<file path="src/rtl/core/cia_pkg.sv">
// ----------------------------------------------------------------------------
// cia_pkg
// Shared types and constants for the complex integer arithmetic unit.
// ----------------------------------------------------------------------------
package cia_pkg;

    localparam int OUT_W       = 33;
    localparam int PART_W_DEF  = 16;

    typedef enum logic [1:0] {
        CMD_ADD = 2'd0,
        CMD_SUB = 2'd1,
        CMD_MUL = 2'd2,
        CMD_DIV = 2'd3
    } cia_cmd_t;

    // control that travels with each request through the pipeline
    typedef struct packed {
        logic valid;
        logic is_div;
        logic dz;
        logic neg_re;
        logic neg_im;
    } cia_ctrl_t;

endpackage

</file>
<file path="src/rtl/core/cia_div_stage.sv">
// ----------------------------------------------------------------------------
// cia_div_stage
// One restoring-division step for both quotient parts, registered.
// ----------------------------------------------------------------------------
module cia_div_stage
    import cia_pkg::*;
#(
    parameter int PART_WIDTH = PART_W_DEF
) (
    input  logic                    aclk,
    input  logic                    aresetn,
    input  logic                    en,
    input  cia_ctrl_t               ctrl_i,
    input  logic [2*PART_WIDTH-1:0] den_i,
    input  logic [2*PART_WIDTH-1:0] r_re_i,
    input  logic [2*PART_WIDTH:0]   q_re_i,
    input  logic [2*PART_WIDTH-1:0] r_im_i,
    input  logic [2*PART_WIDTH:0]   q_im_i,
    input  logic [OUT_W-1:0]        alt_re_i,
    input  logic [OUT_W-1:0]        alt_im_i,
    output cia_ctrl_t               ctrl_o,
    output logic [2*PART_WIDTH-1:0] den_o,
    output logic [2*PART_WIDTH-1:0] r_re_o,
    output logic [2*PART_WIDTH:0]   q_re_o,
    output logic [2*PART_WIDTH-1:0] r_im_o,
    output logic [2*PART_WIDTH:0]   q_im_o,
    output logic [OUT_W-1:0]        alt_re_o,
    output logic [OUT_W-1:0]        alt_im_o
);

    localparam int DW = 2 * PART_WIDTH;
    localparam int MW = 2 * PART_WIDTH + 1;

    logic [DW:0] t_re, t_im, d_re, d_im;
    logic        ge_re, ge_im;

    always_comb begin
        t_re  = {r_re_i, q_re_i[MW-1]};
        t_im  = {r_im_i, q_im_i[MW-1]};
        ge_re = t_re >= {1'b0, den_i};
        ge_im = t_im >= {1'b0, den_i};
        d_re  = ge_re ? (t_re - {1'b0, den_i}) : t_re;
        d_im  = ge_im ? (t_im - {1'b0, den_i}) : t_im;
    end

    always_ff @(posedge aclk) begin
        if (!aresetn) begin
            ctrl_o <= '0;
        end else if (en) begin
            ctrl_o <= ctrl_i;
        end
    end

    always_ff @(posedge aclk) begin
        if (en) begin
            den_o    <= den_i;
            r_re_o   <= d_re[DW-1:0];
            r_im_o   <= d_im[DW-1:0];
            q_re_o   <= {q_re_i[MW-2:0], ge_re};
            q_im_o   <= {q_im_i[MW-2:0], ge_im};
            alt_re_o <= alt_re_i;
            alt_im_o <= alt_im_i;
        end
    end

endmodule
</file>
<file path="config.mk">
export PLATFORM = sky130hd
export DESIGN_NAME = cia_div_stage
export DESIGN_NICKNAME = d
export VERILOG_FILES = /design/src/rtl/core/cia_pkg.sv /design/src/rtl/core/cia_div_stage.sv
export SDC_FILE = /design/constraint.sdc
export NUM_CORES = 1
export LEC_CHECK = 0
export BUFFER_PORTS_ARGS = -buffer_cell sky130_fd_sc_hd__buf_4
export CAP_MARGIN = 20
export CORE_AREA = 2 2 184 186
export CTS_CLUSTER_DIAMETER = 120
export CTS_CLUSTER_SIZE = 24
export DETAILED_ROUTE_END_ITERATION = 8
export DIE_AREA = 0 0 186 188
export MAX_ROUTING_LAYER = met4
export PLACE_DENSITY = 0.7
export SYNTH_ARGS = -nofsm -noshare
export SYNTH_HDL_FRONTEND = slang
export SYNTH_SLANG_ARGS = --single-unit
</file>
<file path="constraint.sdc">
create_clock -name aclk -period 2.85 [get_ports aclk]
set_clock_uncertainty 0.1 [all_clocks]
set_input_delay 0.1425 -clock aclk [delete_from_list [all_inputs] [get_ports aclk]]
set_output_delay 0.1425 -clock aclk [all_outputs]
set_load 0.1 [all_outputs]
</file>
==> results.md <==
- Via density: ~5
- Combinational share of power: between 40% and 50%
- Sw frac: around two fifths
- Core Box Area: 33100 um2
- Drt pass-1 iters: 5
- P_leak: approximately 8.6 nW
- Hold Crit Start: den_i[1]
- Hold path cells: 3
- Synth Flop Type: edfxtp_1
- DRC viols: 0
- Largest net degree at the start of global routing: 76
- Critical path data arrival time: around 3.0 ns
- Sw Pwr: about 4.8 mW
- R2R depth: 3
- Ys Warns: 0
- First-pass GRT wire length: about 62 mm
- CTS tree: built
- Cells after synthesis: roughly 870
- Crit path buf inv count: 5
- Total grt overflow: 0
- Clk pin slew, worst setup/hold paths: around 0.11 ns
- FILL cells: between 2k and 3k
- Die H: roughly 190 um
- Die Area: 35000 um2
- Initial core utilization: between 30% and 40%
- Required time of the critical path: roughly 3 ns
- RSZ-0062 raised after global routing: true
- RePlAce Congestion: around 0.93
- Grt met1 use: approximately a quarter
- Mapped Nets: approximately 1.2k
- Post-Syn Area: 11600 um2
- Share of cells above drive strength 1: 42.3%
- Vias in the first global route: 10.8k
- Final hold vios: 0
- Sequential area share after synthesis: 59.8%
- Worst VDD drop: between 0.0003 and 0.0004 V
- CTS Root Cell: clkbuf_16
- Die width: roughly 190 um
- Status: completed
- Worst path max stage delay: between 0.5 and 0.6 ns
- Clk_lat worst skew: between 0.4 and 0.5 ns
- Min-delay worst type: in -> reg
- 1st-iter DRT viols: 519
- Critical path, cell by cell: dlygate4sd3_1 -> buf_4 -> inv_1 -> ha_1 -> a21o_1 -> a21oi_2 -> o31a_1 -> o21ai_1 -> a211o_2 -> a31oi_4 -> buf_12 -> buf_12 -> mux2_2
- Avg Inst Size Synth: around 13 um2
- Most frequent cell after synthesis: edfxtp_1
- Max Fclk: between 300 and 400 MHz
- Final nets: around 2.0k
- # setup viols final: 0
- Max-slew violations: 0
- CP max stage cell: dlygate4sd3_1
- Synth top cells by count: edfxtp_1 (228), a21oi_1 (64), ha_1 (64)
- Largest area contributor in the netlist: edfxtp_1
- Setup crit start kind: input pin
- Fin crit period: around 2.8 ns
- Synth cell types: 69
- Clk pwr share: between 15 and 20%
- Start of the worst register-to-register path: ctrl_o[0]
- Met3 usage: 3.88%
- Min-Delay Endpoint: den_o[1]
- Internal power: 6.71 mW
- DP Cell Count: approximately 1.9k
- Final WL: roughly 43 mm
- Overall routing resource usage: a little under a quarter
- CP most frequent cell: buf_12
- # H-tree levels: 1
- Port-buffer cells: roughly 470
- I/O pin count: 469
- Grt peak-use layer: met2
- Dpl ws: -0.366 ns
- Area Growth Syn to Fin: 69.1%
- Asr flop ratio synth: 0%
- Crit path max fanout: 6
- Pwr dens: a little under 600 nW/um2
- Routing usage on met2: between 40% and 50%
- Post-route insts no fill: ~2.2k
- Reg2reg end: ctrl_o[0]
- Register bit total from synthesis: ~230
- Post-synth top area share: between 50% and 60%
- Reg2Reg Setup Slack: roughly 1.5 ns
- Max_cap viols: 0
- Setup Total Neg Slack: 0 ns
- Post-DP HPWL: 30.2 mm
- Cell Rows: 67
- Routed wire per std cell: 19.9 um
- Final WS setup: ~0.047 ns
- Period Utilization, post-route: 98.4%
- TritonCTS buffer count: 13
- Vias: 10.5k
- Initial antenna violation count: 4
- Worst Tran Pin Value: 0.603 ns
- Seq pwr share: between 30% and 40%
- Most area-consuming cells after synthesis: edfxtp_1 (59%), ha_1 (6.9%), mux2_4 (3.5%)
- Crit Path Category: in -> reg
- Number of enable flip-flop cells after synthesis: approximately 230
- Clk buf depth: 3
- Worst setup EP type: flip-flop
- Max_slew headroom: about three fifths
- Post-DRT Antenna Nets: 0
- # clock sinks: 233
- CP top delay family: compound AO/OA/AOI/OAI gates
## sequential cells by signal, summed over array words and instances, names as in the netlist
signal	flops
alt_im_o	33
alt_re_o	33
q_im_o	33
q_re_o	33
den_o	32
r_im_o	32
r_re_o	32
ctrl_o	5
## area by class of cell
type	instances	area, um2	area share (%)
Multi-Input combinational cell	559	4470	22.7
Sequential cell	233	6950	35.4
Timing Repair Buffer	842	7100	36.1
Inverter	52	198	1.01
Tap cell	448	561	2.85
Antenna cell	4	10.0	0.0510
Clock inverter	1	7.51	0.0382
Clock buffer	17	350	1.78
## timing repair
item,in CTS,in global routing
gates resized for setup,0,34
setup buffers,0,4
hold buffers,230,0
setup endpoints to repair,0,60
endpoints found under the hold margin,229,0
## layer usage
metal	share of wire (%)	vias to the layer above
met4	3.7	0
li1	-	4946
met3	5.7	97
met2	52	385
met5	0	-
met1	38	5041
## worst min-delay path: cells and delay by family
kind | cells | cell delay (ns)
buffers and inverters | 3 | 0.35
## cell families after synthesis
family | Yosys count | share of synthesized area [%]
xor gates and xnor gates | 51 | 3.85
adders and majority gates | 66 | 7.24
buffers and inverters | 76 | 2.80
DFF | 233 | 59.8
and+or+nand+nor | 171 | 7.39
muxes | 70 | 7.54
AOI/OAI and AO/OA | 201 | 11.4
## power groups by stage
stage,clock (mW),sequential [mW],combinational (mW)
after detailed placement,0,4.36,4.88
after floorplan,0,6.84,0.982
after CTS,2.06,4.29,5.16
after global placement,0,4.35,4.85
after global routing,2.15,4.33,5.47
final,1.98,4.30,5.27
## cells in the final DEF (no fill, tap or decap), types with 13 or more instances in the layout
cell	netlist	final
a21o_1	30	30
xor2_1	22	22
mux2_4	27	27
edfxtp_1	228	228
a21oi_1	64	58
o21ai_0	40	36
ha_1	64	60
clkbuf_16	0	18
buf_4	2	596
nor2_1	38	38
inv_1	52	49
nand3_1	14	13
dlygate4sd3_1	0	230
xnor2_1	29	29
nand2_1	45	45
mux2_2	32	32
nand4_1	13	13
## per-stage QoR
stage	area (um2)	util (%)	hold slack, ns	total power [mW]
final	19600	59.3	0.0285	11.6
after global routing	19600	59.3	0.0185	12.0
after CTS	19300	58.3	0.00929	11.5
after detailed placement	16600	50.2	0.222	9.24
after global placement	16600	50.2	0.221	9.21
after floorplan	11600	-	0.141	7.82
## worst max path at each step
stage	from	end	slack, ns	cells past startpoint
floorplan	den_i[3]	r_re_o[10]	0.02	12
global placement	den_i[1]	r_im_o[30]	-0.38	14
detailed placement	den_i[1]	r_im_o[23]	-0.37	14
CTS	r_im_i[3]	r_im_o[28]	0.01	12
global route	den_i[22]	r_re_o[3]	-0.02	14
finish	den_i[27]	r_re_o[3]	0.05	13
Power figures use the tool's default switching activity.
