--- config.mk ---
export PLATFORM = sky130hd
export DESIGN_NAME = cia_front
export DESIGN_NICKNAME = d
export VERILOG_FILES = /design/src/rtl/core/cia_pkg.sv /design/src/rtl/core/cia_front.sv
export SDC_FILE = /design/constraint.sdc
export NUM_CORES = 2
export LEC_CHECK = 0
export ABC_AREA = 1
export BUFFER_PORTS_ARGS = -buffer_cell sky130_fd_sc_hd__buf_4
export CAP_MARGIN = 10
export CORE_MARGIN = 3
export CORE_UTILIZATION = 45
export DETAILED_ROUTE_END_ITERATION = 12
export GPL_TIMING_DRIVEN = 0
export PLACE_DENSITY = 0.69
export SYNTH_ARGS = -nofsm -noshare
export SYNTH_HDL_FRONTEND = slang
export SYNTH_SLANG_ARGS = --single-unit
--- constraint.sdc ---
create_clock -name aclk -period 20.7 [get_ports aclk]
set_input_delay 3.105 -clock aclk [delete_from_list [all_inputs] [get_ports aclk]]
set_output_delay 3.105 -clock aclk [all_outputs]
set_load 0.01 [all_outputs]
--- src/rtl/core/cia_pkg.sv ---
// ----------------------------------------------------------------------------
// cia_pkg
// Shared types and constants for the complex integer arithmetic unit.
// ----------------------------------------------------------------------------
package cia_pkg;

    localparam int OUT_W       = 33;
    localparam int PART_W_DEF  = 16;

    typedef enum logic [1:0] {
        CMD_ADD = 2'd0,
        CMD_SUB = 2'd1,
        CMD_MUL = 2'd2,
        CMD_DIV = 2'd3
    } cia_cmd_t;

    // control that travels with each request through the pipeline
    typedef struct packed {
        logic valid;
        logic is_div;
        logic dz;
        logic neg_re;
        logic neg_im;
    } cia_ctrl_t;

endpackage

--- src/rtl/core/cia_front.sv ---
// ----------------------------------------------------------------------------
// cia_front
// Two register stages: partial products, then sums, divisor and
// quotient signs/magnitudes for the divider.
// ----------------------------------------------------------------------------
module cia_front
    import cia_pkg::*;
#(
    parameter int PART_WIDTH = PART_W_DEF
) (
    input  logic                        aclk,
    input  logic                        aresetn,
    input  logic                        en,
    input  logic                        in_valid,
    input  logic [1:0]                  command,
    input  logic signed [PART_WIDTH-1:0] a_re,
    input  logic signed [PART_WIDTH-1:0] a_im,
    input  logic signed [PART_WIDTH-1:0] b_re,
    input  logic signed [PART_WIDTH-1:0] b_im,
    output cia_ctrl_t                   ctrl_o,
    output logic [2*PART_WIDTH-1:0]     den_o,
    output logic [2*PART_WIDTH:0]       mag_re_o,
    output logic [2*PART_WIDTH:0]       mag_im_o,
    output logic [OUT_W-1:0]            alt_re_o,
    output logic [OUT_W-1:0]            alt_im_o
);

    localparam int PW = PART_WIDTH;
    localparam int DW = 2 * PW;
    localparam int MW = 2 * PW + 1;
    localparam int NW = 2 * PW + 2;
    localparam int SW = (NW > OUT_W) ? NW : OUT_W;

    // stage A
    logic                 va_reg;
    cia_cmd_t             cmd_a_reg;
    logic signed [DW-1:0] ac_reg, bd_reg, ad_reg, bc_reg, cc_reg, dd_reg;
    logic signed [PW:0]   sre_reg, sim_reg;

    logic signed [PW:0]   sre_next, sim_next;

    always_comb begin
        if (cia_cmd_t'(command) == CMD_SUB) begin
            sre_next = (PW+1)'(a_re) - (PW+1)'(b_re);
            sim_next = (PW+1)'(a_im) - (PW+1)'(b_im);
        end else begin
            sre_next = (PW+1)'(a_re) + (PW+1)'(b_re);
            sim_next = (PW+1)'(a_im) + (PW+1)'(b_im);
        end
    end

    always_ff @(posedge aclk) begin
        if (!aresetn) begin
            va_reg <= 1'b0;
        end else if (en) begin
            va_reg <= in_valid;
        end
    end

    always_ff @(posedge aclk) begin
        if (en) begin
            cmd_a_reg <= cia_cmd_t'(command);
            ac_reg    <= DW'(a_re) * DW'(b_re);
            bd_reg    <= DW'(a_im) * DW'(b_im);
            ad_reg    <= DW'(a_re) * DW'(b_im);
            bc_reg    <= DW'(a_im) * DW'(b_re);
            cc_reg    <= DW'(b_re) * DW'(b_re);
            dd_reg    <= DW'(b_im) * DW'(b_im);
            sre_reg   <= sre_next;
            sim_reg   <= sim_next;
        end
    end

    // stage B
    logic signed [NW-1:0] num_re, num_im, mre, mim;
    logic signed [SW-1:0] alt_re_w, alt_im_w;
    logic [DW-1:0]        den_next;
    cia_ctrl_t            ctrl_next;
    cia_ctrl_t            ctrl_reg;
    logic [DW-1:0]        den_reg;
    logic [MW-1:0]        mag_re_reg, mag_im_reg;
    logic [OUT_W-1:0]     alt_re_reg, alt_im_reg;

    always_comb begin
        num_re   = NW'(ac_reg) + NW'(bd_reg);
        num_im   = NW'(bc_reg) - NW'(ad_reg);
        mre      = NW'(ac_reg) - NW'(bd_reg);
        mim      = NW'(ad_reg) + NW'(bc_reg);
        den_next = DW'($unsigned(cc_reg)) + DW'($unsigned(dd_reg));
        if (cmd_a_reg == CMD_MUL) begin
            alt_re_w = SW'(mre);
            alt_im_w = SW'(mim);
        end else begin
            alt_re_w = SW'(sre_reg);
            alt_im_w = SW'(sim_reg);
        end
        ctrl_next.valid  = va_reg;
        ctrl_next.is_div = (cmd_a_reg == CMD_DIV);
        ctrl_next.dz     = (cmd_a_reg == CMD_DIV) && (den_next == '0);
        ctrl_next.neg_re = num_re[NW-1];
        ctrl_next.neg_im = num_im[NW-1];
    end

    always_ff @(posedge aclk) begin
        if (!aresetn) begin
            ctrl_reg <= '0;
        end else if (en) begin
            ctrl_reg <= ctrl_next;
        end
    end

    always_ff @(posedge aclk) begin
        if (en) begin
            den_reg    <= den_next;
            mag_re_reg <= num_re[NW-1] ? MW'(-num_re) : MW'(num_re);
            mag_im_reg <= num_im[NW-1] ? MW'(-num_im) : MW'(num_im);
            alt_re_reg <= alt_re_w[OUT_W-1:0];
            alt_im_reg <= alt_im_w[OUT_W-1:0];
        end
    end

    assign ctrl_o   = ctrl_reg;
    assign den_o    = den_reg;
    assign mag_re_o = mag_re_reg;
    assign mag_im_o = mag_im_reg;
    assign alt_re_o = alt_re_reg;
    assign alt_im_o = alt_im_reg;

endmodule

==> flow_metrics.py <==
metrics = {
    "drt": {
        "highest_layer": "met5",
        "via_per_inst": 5.27,
        "wirelength_um": 326000,
        "first_iter_violations": 5991,
        "wl_met2_um": 146000,
        "wl_met3_um": 29500,
        "drc_errors": 0,
        "ant_nets": 0,
        "wl_per_cell_um": 23.8,
        "first_pass_iters": 9,
        "via_count": 71923,
        "wl_met1_um": 124000,
    },
    "sta": {
        "final.setup_skew_ns": 0.0420,
        "setup_tns_ns": 0,
        "slew_violations": 10,
        "slew_headroom_pct": -0.251,
        "final.period_utilization_pct": 54.2,
        "max_freq_ghz": 0.0891,
        "worst_pin_slew_ns": 1.50,
        "period_needed_ns": 11.22,
        "final_hold_viol_count": 0,
        "setup_viol": 0,
        "rsz0062_at_grt": "false",
    },
    "worst_setup_path": {
        "cp-endpoint": "ac_reg[24]",
        "r2r_end": "mag_im_o[16]",
        "cp_max_fo": 10,
        "cp_slowest_stage_delay_ns": 0.92,
        "cp_data_arrival_time_ns": 11.56,
        "cp_top_family": "adder cells",
        "worstPathCellList": "buf_4 > clkbuf_1 > clkbuf_1 > buf_1 > nand2_1 > fa_1 > fa_1 > inv_1 > ha_1 > fa_1 > ha_1 > inv_1 > fa_1 > inv_1 > ha_1 > a21o_1 > a21oi_1 > o21ai_0 > a21boi_0 > o21bai_1 > a21oi_1 > o21bai_1 > xor2_1",
        "timing.rr.start": "bc_reg[0]",
        "r2r_slack_ns": 17.16,
        "reg2reg_depth": 18,
        "path_buf_inv": 7,
        "cp.depth": 23,
        "end_kind": "flip-flop",
        "path_class": "input port to flip-flop",
        "crit_required_ns": 21.04,
        "cpMaxStageDelayCell": "clkbuf_1",
        "start_kind": "input port",
        "crit_top_cell": "fa_1",
        "startpoint": "b_re[4]",
    },
    "yosys": {
        "synth_fp_nets": 13073,
        "synth_edf_count": 390,
        "yosys-top-cells-count": "2986 x inv_1, 2536 x nand2_1, 1520 x fa_1",
        "synth-seq-cells": 396,
        "syn_area_um2": 86500,
        "ys_types": 61,
        "synth_top_area_cell": "fa_1",
        "synthTopCellsByArea": "fa_1 35%, edfxtp_1 14%, inv_1 13%",
        "synth_area_per_cell_um2": 8.03,
        "yosysMostFrequentCell": "inv_1",
        "syn_inst": 10775,
        "async_flop_share_pct": 0,
        "yosysSeqAreaShare_pct": 13.7,
        "ys_warn_count": 0,
        "ys.flop_type": "edfxtp_1",
        "synth_top_cell_area_share_pct": 35.2,
    },
    "floorplan": {
        "die_x_um": 445,
        "core-area_um2": 191000,
        "dieArea_um2": 198000,
        "die_h_um": 445,
        "num_rows": 160,
        "start_util_pct": 45.4,
        "io_pins": 239,
    },
    "global_routing": {
        "grt_max_degree": 122,
        "grt_pass1_wl_um": 480000,
        "grt_usage_pct": 33.3,
        "grt_pass1_vias": 74676,
        "grt_overflow": 0,
        "grt_antenna_before_repair": 38,
    },
    "cts": {
        "cts_setup_buffers": 0,
        "cts_sinks": 396,
        "cts_tree": "built",
        "cts_resized": 0,
        "worstSkewPairLatency_ns": 0.71,
        "cts_hold_buf": 0,
        "ctsLongestPathBuffers": 3,
        "cts-root-buf": "clkbuf_16",
        "cts_buffers": 49,
        "clk_pin_slew_ns": 0.06,
        "h-tree-depth": 2,
    },
    "placement": {
        "io_buffers": 233,
        "dpl.hpwl_um": 278000,
        "place_congestion": 1.08,
    },
    "final_layout": {
        "nets": 13389,
        "drive_gt1_share_pct": 5.24,
        "syn_to_final_growth_pct": 8.24,
        "final_core_util_pct": 49.1,
    },
    "run_status": {
        "violations": "capacitance limit, slew limit",
        "outcome": "finished with violations",
    },
    "worst_hold_path": {
        "hold_class": "flip-flop to flip-flop",
    },
    "run": {
        "cap_violations": 2,
    },
}
-- logic make-up after synthesis --
kind of cell	synth area share, %
flops	13.7
xor+xnor	3.82
fa+ha+maj	45.4
buf+inv	14.8
compound gates	5.19
simple gates	17.1
-- worst min-delay path by stage --
| stage | start | to | slack [ns] | depth (start not counted) |
|---|---|---|---|---|
| final | ctrl_o[3] | ctrl_o[3] | 0.47 | 2 |
| after detailed placement | ctrl_o[3] | ctrl_o[3] | 0.46 | 2 |
| after global routing | ctrl_o[3] | ctrl_o[3] | 0.50 | 2 |
| after CTS | ctrl_o[3] | ctrl_o[3] | 0.47 | 2 |
| after global placement | ctrl_o[3] | ctrl_o[3] | 0.46 | 2 |
| after floorplan | va_reg | ctrl_o[4] | 0.45 | 2 |
-- cell usage in the layout, fill, tap and decap left out, drive strengths merged, types with 7 or more instances in the layout --
master	instances
inv	3021
nand2	2581
fa	1520
ha	708
nor2	553
a21oi	401
edfxtp	390
buf	381
clkbuf	283
nand3	256
xor2	232
o21ai	222
xnor2	144
nand4	94
nor3	53
o21bai	43
clkinv	27
a21o	26
nor4	24
a31oi	22
or2	19
diode	17
o21a	17
nand3b	15
o31ai	13
o211ai	11
a21boi	10
and2	10
a211oi	9
o221ai	7
clkinvlp	7
-- through the flow --
stage	instances	hold WS, ns	area, µm²	setup slack, ns
after detailed placement	13542	0.460	91900	9.13
final	13657	0.466	93700	9.48
after global placement	13519	0.459	91400	9.17
after floorplan	10775	0.449	86500	11.88
after global routing	13649	0.496	93600	9.32
after CTS	13631	0.470	93500	9.87
-- worst reg2reg max path: cells and delay by family, from the launching register on --
| family | cells | cell delay (ns) |
|---|---|---|
| simple gates | 12 | 1.57 |
| flops | 1 | 0.39 |
| fa+ha+maj | 2 | 0.61 |
| buf+inv | 3 | 0.57 |
| xor+xnor | 1 | 0.15 |
-- layout make-up --
cell class / instances / area (µm²)
Buffer: 345 / 1460
Clock inverter: 35 / 364
Clock buffer: 54 / 1240
Tap cell: 2511 / 3140
Multi-Input combinational cell: 7010 / 61900
Sequential cell: 396 / 11800
Antenna cell: 17 / 42.5
Timing Repair Buffer: 265 / 2330
Fill cell: 18842 / 96900
Inverter: 3024 / 11400
-- routing by layer --
layer	vias up	global-route usage [%]
li1	32368	-
met1	35558	41.2
met2	3179	52.8
met3	792	7.28
met4	26	21.1
met5	-	0
Power is left out: the tool's default activity adds up to more than one toggle a clock period on the data nets, which glitch-free logic cannot reach.
